$ cat src/hw/rtl/sam_ram.sv
// ----------------------------------------------------------------------------
// sam_ram - simple dual-port RAM
// One write port, one read port, registered read data.
// ----------------------------------------------------------------------------
module sam_ram #(
	parameter int ADDR_W = 6,
	parameter int DATA_W = 8
) (
	input  logic              clk,
	input  logic              we,
	input  logic [ADDR_W-1:0] waddr,
	input  logic [DATA_W-1:0] wdata,
	input  logic [ADDR_W-1:0] raddr,
	output logic [DATA_W-1:0] rdata
);

	logic [DATA_W-1:0] mem [2**ADDR_W];

	always_ff @(posedge clk) begin
		if (we)
			mem[waddr] <= wdata;
		rdata <= mem[raddr];
	end

endmodule

$ cat config.mk
export PLATFORM = sky130hd
export DESIGN_NAME = sam_ram
export DESIGN_NICKNAME = d
export VERILOG_FILES = /design/src/hw/rtl/sam_ram.sv
export SDC_FILE = /design/constraint.sdc
export NUM_CORES = 1
export LEC_CHECK = 0
export BUFFER_PORTS_ARGS = -buffer_cell sky130_fd_sc_hd__buf_2
export CAP_MARGIN = 20
export CORE_ASPECT_RATIO = 0.9
export CORE_UTILIZATION = 40
export CTS_CLUSTER_SIZE = 16
export DETAILED_ROUTE_END_ITERATION = 8
export GPL_TIMING_DRIVEN = 0
export PLACE_DENSITY = 0.62
export RECOVER_POWER = 25
export SLEW_MARGIN = 20
export SYNTH_ARGS = -nofsm -noshare
export SYNTH_HDL_FRONTEND = slang
export SYNTH_SLANG_ARGS = --single-unit
$ cat constraint.sdc
create_clock -name clk -period 5.2 [get_ports clk]
set_input_delay 0.26 -clock clk [delete_from_list [all_inputs] [get_ports clk]]
set_output_delay 0.26 -clock clk [all_outputs]
set_load 0.01 [all_outputs]
After elaboration in Yosys (flattened, before gate mapping)
Memories as Yosys holds them, arrays and structs flattened. A register that Yosys moved wholly into a read port is not among the register bits.
Cells that the tools add are included.
{"block": "word_totals", "reg_bits": 0, "output_inout_bits": 8, "ramBits": 512, "mem_count": 1, "elab_cells": 3}
{"memory": "mem", "depth": 64, "word_bits": 8, "read_ports": 1, "rd_ports_with_merged_regs": 1, "wr": 1, "line": "17", "source": "logic [DATA_W-1:0] mem [2**ADDR_W];"}
{"block": "op_classes", "n_mux": 2}
{"cell": "$mux 1", "n": 2}

Logic depth before layout (Yosys ltp)
Gate-level depths: netlist of run 1.
{"block": "depth", "depth_word": 2, "ltp_mapped": 9, "mapped_depth_nobuf": 5}

Least setup slack after synthesis of run 1
Ideal clock, no wire load.
{"block": "synth_timing", "path_type": "input -> register", "start": "input port raddr[1]", "end": "register rdata[3], read port of mem", "arrival_time_ns": 1.800, "path_buffers": 3, "setup_ns": 0.128, "cell_stages": 7, "setup_slack_ns": 3.272, "path_cell_list": "buf_4 buf_2 buf_2 mux4_2 mux4_2 o21ai_1 o41ai_1"}
{"item": "start, declared", "line": "13", "source": "input logic [ADDR_W-1:0] raddr,"}
{"item": "end, declared", "line": "14", "source": "output logic [DATA_W-1:0] rdata"}

==> flow_summary.yaml, run 1 <==
yosys:
  ys_seq_elements: 520
  synth_cell_types: 40
  yosysWarningCount: 0
  ys_seq_area_share_pct: 77.0
  synthMuxAreaShare_pct: 15.9
  synth_top_family_by_area: "multiplexers"
  synth_compound_area_share_pct: 2.07
  synth_cells: 940
  syn_area_um2: 20200
  synth_fp_nets: 962
  synthAdderAreaFrac_pct: 0
  syn_area_per_cell_um2: 21.5
  synthXorXnorAreaFrac_pct: 0
  synth-simple-area-share_pct: 3.39
worst_setup_path:
  path_class: "primary input to register"
  worstPathRequired_ns: 5.62
  path_max_fanout: 10
  r2r-start: "mem[46][0]"
  reg2reg_slack_ns: 2.98
  setup.worst_path.start: "raddr[1]"
  start_kind: "primary input"
  cp.arrival_ns: 2.98
  end_kind: "register"
clocking:
  h-tree-depth: 2
  cts_tree: "done"
  clk_path_buf_depth: 3
  cts-root-buf: "clkbuf_16"
  cts_buffers: 51
  cts_hold_buf: 0
  post_cts_buffers: 0
  cts_resized: 0
  cts_sinks: 520
  clk_pin_slew_ns: 0.06
  clock_latency_ns: 0.61
layout:
  fin_area_um2: 22800
  nets: 1036
  utilization_pct: 46.1
  layout-drive-gt1-share_pct: 24.6
  areaGrowthSynthToFinish_pct: 13.0
  nFillCells: 4135
drt:
  vias: 9918
  firstDrtPassIters: 6
  ant_nets: 0
  wire_per_inst_um: 27.8
  wl_um: 48200
  route.detailed.drc: 0
  avgViaCountPerCell: 5.73
  drt_iter0_markers: 1223
power:
  peakVddDrop_v: 0.000224
  powerDensity_nw_per_um2: 385
  total_leakage_power_nw: 7.01
sta:
  max_freq_ghz: 0.390
  rsz0062_at_grt: "false"
  relSlewSlack_pct: -97.4
  finalHoldViolCount: 0
  maxSlewViolCount: 455
  fin_ws_ns: 2.64
  tightest_slew_ns: 2.96
  fin_skew_ns: 0.0151
  whs_ns: 0.137
  setup_viol: 0
  period_share_pct: 49.3
  period_needed_ns: 2.56
  finalSetupTns_ns: 0
place:
  pre_cts_slack_ns: 2.11
  dpl-instance-area_um2: 21100
  globalplace.congestion: 0.885
  hpwl_um: 30800
  io_buffer_count: 21
floorplanning:
  initial_core_util_pct: 40.8
  die_y_um: 215
  io_pins: 30
  die_w_um: 239
  row_count: 77
  dieArea_um2: 51300
  core_area_um2: 49400
global_route:
  antenna_found_initial: 6
  globalRouteTotalUtil_pct: 19.2
  grt_overflow_total: 0
  grt_pass1_vias: 9799
  grt_pass1_wl_um: 70100
  grt_max_degree: 65
hold_path:
  min_path_type: "primary input to register"
  min-delay-start: "raddr[5]"
status:
  status: "complete, but fails checks"
  violations: "max-capacitance violations, max-slew violations"
run:
  maxCapViolCount: 7
[state kept, by name, indices dropped and copies added (netlist names)]
register and count:
mem 512, rdata 8
[placed cells by master (no fill, tap or decap), types with 3 or more instances in the layout]
| master | instances |
|---|---|
| edfxtp_1 | 512 |
| mux4_2 | 126 |
| nor2_1 | 83 |
| clkbuf_16 | 54 |
| clkbuf_1 | 37 |
| buf_2 | 24 |
| mux2i_1 | 23 |
| nand2_1 | 19 |
| buf_4 | 14 |
| nor2b_1 | 14 |
| mux2_2 | 13 |
| nand3_1 | 13 |
| clkinv_1 | 10 |
| o221ai_1 | 8 |
| o22ai_1 | 8 |
| clkinv_2 | 8 |
| dfxtp_1 | 8 |
| nand2b_1 | 7 |
| a221oi_1 | 6 |
| nor3_1 | 5 |
| diode_2 | 4 |
| buf_6 | 4 |
| buf_1 | 4 |
| a211oi_1 | 4 |
| clkbuf_8 | 4 |
| nand3b_1 | 3 |
| a21oi_1 | 3 |
| a22oi_1 | 3 |
| o2111ai_1 | 3 |
| o2bb2ai_1 | 3 |
| bufinv_16 | 3 |
[worst max-delay path: stages]
cell and delay [ns]:
buf_4 0.16, buf_2 0.35, buf_1 0.91, mux4_2 0.44, mux2i_1 0.30, a31oi_1 0.13, o311ai_1 0.16, nand2_1 0.25
[synthesized netlist by cell type]
cell type,n,share of area (%)
nand3b_1,3,0.11
a21oi_1,3,0.074
o21ai_1,2,0.050
mux4_2,126,14
nor2b_1,14,0.43
o21a_1,2,0.074
nand2b_1,7,0.22
a31oi_1,1,0.031
buf_1,4,0.074
o2111ai_1,3,0.13
o32ai_1,2,0.087
clkbuf_1,17,0.32
buf_12,2,0.20
o2bb2ai_1,3,0.13
buf_2,11,0.27
nand4b_1,1,0.043
nand4_1,2,0.062
a221oi_1,6,0.26
or3_1,1,0.031
nor2_1,83,1.5
buf_4,13,0.48
nand2_1,19,0.35
mux2_2,13,0.73
nand3_1,13,0.32
a22oi_1,3,0.11
o221a_2,2,0.11
a2111oi_0,2,0.087
edfxtp_1,512,76
a211oi_1,4,0.15
dfxtp_1,8,0.79
buf_6,4,0.22
and2_1,1,0.031
nor4_1,2,0.062
o221ai_1,8,0.35
o41ai_1,2,0.087
o22ai_1,8,0.25
nor3_1,7,0.17
o311ai_1,1,0.043
mux2i_1,23,1.1
o21ai_0,2,0.050
[through the flow]
step	power, mW	std cells
final	8.79	1732
after CTS	8.83	1728
after detailed placement	5.20	1632
after global routing	9.02	1728
after global placement	5.19	1632
after floorplan	4.99	940
[power by group]
part           switching [mW]  leakage [nW]  total, mW  internal [mW]
combinational           0.295          1.52      0.458          0.162
sequential            0.00753          4.67       4.65           4.65
clock                    1.57         0.817       3.67           2.11
[final cells by class]
class | count | area, um2 | share of cell area (%)
Timing Repair Buffer | 21 | 98.8 | 0.434
Sequential cell | 520 | 15500 | 68.2
Antenna cell | 4 | 10.0 | 0.0439
Buffer | 51 | 317 | 1.39
Clock inverter | 25 | 211 | 0.928
Clock buffer | 71 | 1460 | 6.38
Multi-Input combinational cell | 369 | 4330 | 19.0
Tap cell | 671 | 840 | 3.68
[metal layers]
metal  part of all wire (%)  routed length [um]  track usage [%]  vias up
li1                       -                   -                -     4092
met1                     43               20900             28.4     5286
met2                     45               21500             28.0      462
met3                    9.8                4740             5.31       76
met4                    2.0                 977             4.79        2
met5                  0.021                  10                0        -
[cell families (layout without fill, tap and decap cells)]
kind of cell / after synthesis / in the layout
buf+inv: 51 / 168
other cells: 0 / 4
flops: 520 / 520
mux: 162 / 162
simple gates: 153 / 153
compound gates: 54 / 54
[final timing paths]
kind                   end  cells past startpoint
setup / recovery  rdata[7]                      8
hold / removal    rdata[5]                      2
setup reg to reg  rdata[0]                      4
hold reg to reg   rdata[5]                      5
Power figures use the tool's default switching activity.
==> run 2: changes to the inputs <==
--- a/config.mk
+++ b/config.mk
@@ -5,6 +5,7 @@
 export SDC_FILE = /design/constraint.sdc
 export NUM_CORES = 1
 export LEC_CHECK = 0
+export ABC_AREA = 1
 export BUFFER_PORTS_ARGS = -buffer_cell sky130_fd_sc_hd__buf_2
 export CAP_MARGIN = 20
 export CORE_ASPECT_RATIO = 0.9
@@ -12,7 +13,7 @@
 export CTS_CLUSTER_SIZE = 16
 export DETAILED_ROUTE_END_ITERATION = 8
 export GPL_TIMING_DRIVEN = 0
-export PLACE_DENSITY = 0.62
+export PLACE_DENSITY = 0.64
 export RECOVER_POWER = 25
 export SLEW_MARGIN = 20
 export SYNTH_ARGS = -nofsm -noshare
==> constraint.sdc (replaced) <==
create_clock -name clk -period 2.1 [get_ports clk]
set_input_delay 0.105 -clock clk [delete_from_list [all_inputs] [get_ports clk]]
set_output_delay 0.105 -clock clk [all_outputs]
set_load 0.01 [all_outputs]
==> flow_summary.yaml, run 2 <==
sta:
  finalHoldViolCount: 0
  setup_viol: 0
  period_needed_ns: 2.06
  rsz0062_at_grt: "false"
  max_freq_ghz: 0.485
  fin_skew_ns: 0.0251
  relSlewSlack_pct: -12.0
  maxSlewViolCount: 390
  period_share_pct: 98.1
  tightest_slew_ns: 1.68
drt:
  ant_nets: 0
  wl_um: 61900
  route.detailed.drc: 0
  avgViaCountPerCell: 5.56
  wire_per_inst_um: 23.6
  drt_iter0_markers: 1950
  vias: 14581
  firstDrtPassIters: 6
power:
  powerDensity_nw_per_um2: 919
  p_total_mw: 22.1
  total_leakage_power_nw: 8.67
  peakVddDrop_v: 0.000591
yosys:
  syn_area_per_cell_um2: 11.8
  yosys-top-cells-area: "edfxtp_1 72%, nand2_1 11%, nand3_1 10%"
  synth_top_area_cell: "edfxtp_1"
  synth_fp_nets: 1827
  syn_area_um2: 21300
  yosysTopAreaCellShare_pct: 72.0
  synth_cells: 1805
  yosysMostFrequentCell: "nand2_1"
  ys_seq_elements: 520
  synth_cell_types: 16
  synth_ff_type: "edfxtp_1"
  synthArstFlopShare_pct: 0
  ys_seq_area_share_pct: 72.8
  ys_top_cells_by_count: "648 x nand2_1, 512 x edfxtp_1, 439 x nand3_1"
  yosysWarningCount: 0
  synth_edf_count: 512
floorplanning:
  row_count: 79
  dieArea_um2: 54300
  die_y_um: 221
  initial_core_util_pct: 40.9
  io_pins: 30
  die_w_um: 245
  core_area_um2: 52200
clocking:
  cts-root-buf: "clkbuf_16"
  cts_resized: 0
  cts_hold_buf: 2
  cts_buffers: 52
  cts_sinks: 520
  clk_pin_slew_ns: 0.06
  cts_tree: "done"
  h-tree-depth: 2
  post_cts_buffers: 0
  clk_path_buf_depth: 3
  clock_latency_ns: 0.61
global_route:
  grt_max_degree: 65
  grt_pass1_vias: 13476
  busiest_layer: "met1"
  antenna_found_initial: 5
  grt_pass1_wl_um: 89500
  met1_usage_pct: 34.0
  met2_usage_pct: 33.0
  met3_usage_pct: 5.52
  globalRouteTotalUtil_pct: 22.8
  grt_overflow_total: 0
run:
  maxCapViolCount: 6
layout:
  areaGrowthSynthToFinish_pct: 12.8
  layout-drive-gt1-share_pct: 10.3
  nets: 1913
  final_cell_mix: "648 x nand2_1, 512 x edfxtp_1, 439 x nand3_1"
  largest_registers: "mem (512), rdata (8)"
  largest_register: "mem"
  final_cell_count_no_fill: 2622
  final_common_cell: "nand2_1"
  largest_reg_flops: 512
worst_setup_path:
  cp.arrival_ns: 2.27
  worstPathRequired_ns: 2.31
  end_kind: "register"
  path_class: "primary input to register"
  path_max_fanout: 9
  start_kind: "primary input"
place:
  dp_cells: 2523
  hpwl_um: 41700
  globalplace.congestion: 0.947
  io_buffer_count: 21
hold_path:
  min_path_type: "primary input to register"
status:
  status: "complete, but fails checks"
  violations: "max-capacitance violations, max-slew violations"
[run 2: cell types whose count changed in the layout (fill, tap and decap cells not counted), sizes merged, moves of 23 or more]
cell / change
nor2: -27
nand2: +629
mux4: -126
nand3: +426
buf: +73
mux2i: -23
[run 2: kinds of logic (layout without fill, tap and decap cells)]
group / count (synthesis) / in the layout / share of synthesized area, %
and+or+nand+nor: 1160 / 1160 / 23.2
DFF: 520 / 520 / 72.8
buffers and inverters: 125 / 253 / 4.02
other: 0 / 1 / 0
[run 2: per-stage QoR]
stage	hold slack [ns]	setup WS [ns]	util (%)	area, um2	setup TNS (ns)
final	0.136	0.0401	46.1	24100	0
after global routing	0.123	0.103	46.1	24100	0
after CTS	0.0561	0.169	46.2	24100	0
after detailed placement	0.500	-0.459	43.0	22400	-97.66
after global placement	0.501	-0.893	42.7	22300	-68.10
after floorplan	0.204	0.229	-	21300	0
[run 2: path summary, 6_finish.rpt]
kind	from	to	slack, ns	cells past startpoint
hold / removal	raddr[4]	rdata[5]	0.14	4
hold reg to reg	mem[0][6]	rdata[6]	0.95	8
setup reg to reg	mem[51][5]	rdata[5]	0.59	8
setup / recovery	waddr[1]	mem[29][4]	0.04	4
[run 2: final cells by class]
class / instances / area (um2)
clock inverter: 25 / 206
multi-input combinational: 1160 / 5000
antenna: 1 / 2.50
timing repair buffer: 32 / 195
inverter: 12 / 50.0
buffer: 113 / 808
clock buffer: 71 / 1420
fill: 4713 / 28100
sequential: 520 / 15500
tap: 688 / 861
[run 2: power by group]
part	internal [mW]	switching, mW	leakage (nW)
combinational	0.396	1.15	3.20
sequential	11.5	0.0192	4.67
clock	5.12	3.94	0.798
total	17.0	5.11	8.67
[run 2: worst max-delay path, stage by stage]
cell and delay (ns):
clkbuf_1 0.23, inv_1 0.32, nand4_1 0.48, nor2_1 1.12
[run 2: per-layer routing]
layer | share of wire, % | wire, um
met1 | 42 | 26100
met5 | 0.095 | 59
met4 | 2.4 | 1500
met3 | 12 | 7510
met2 | 43 | 26700
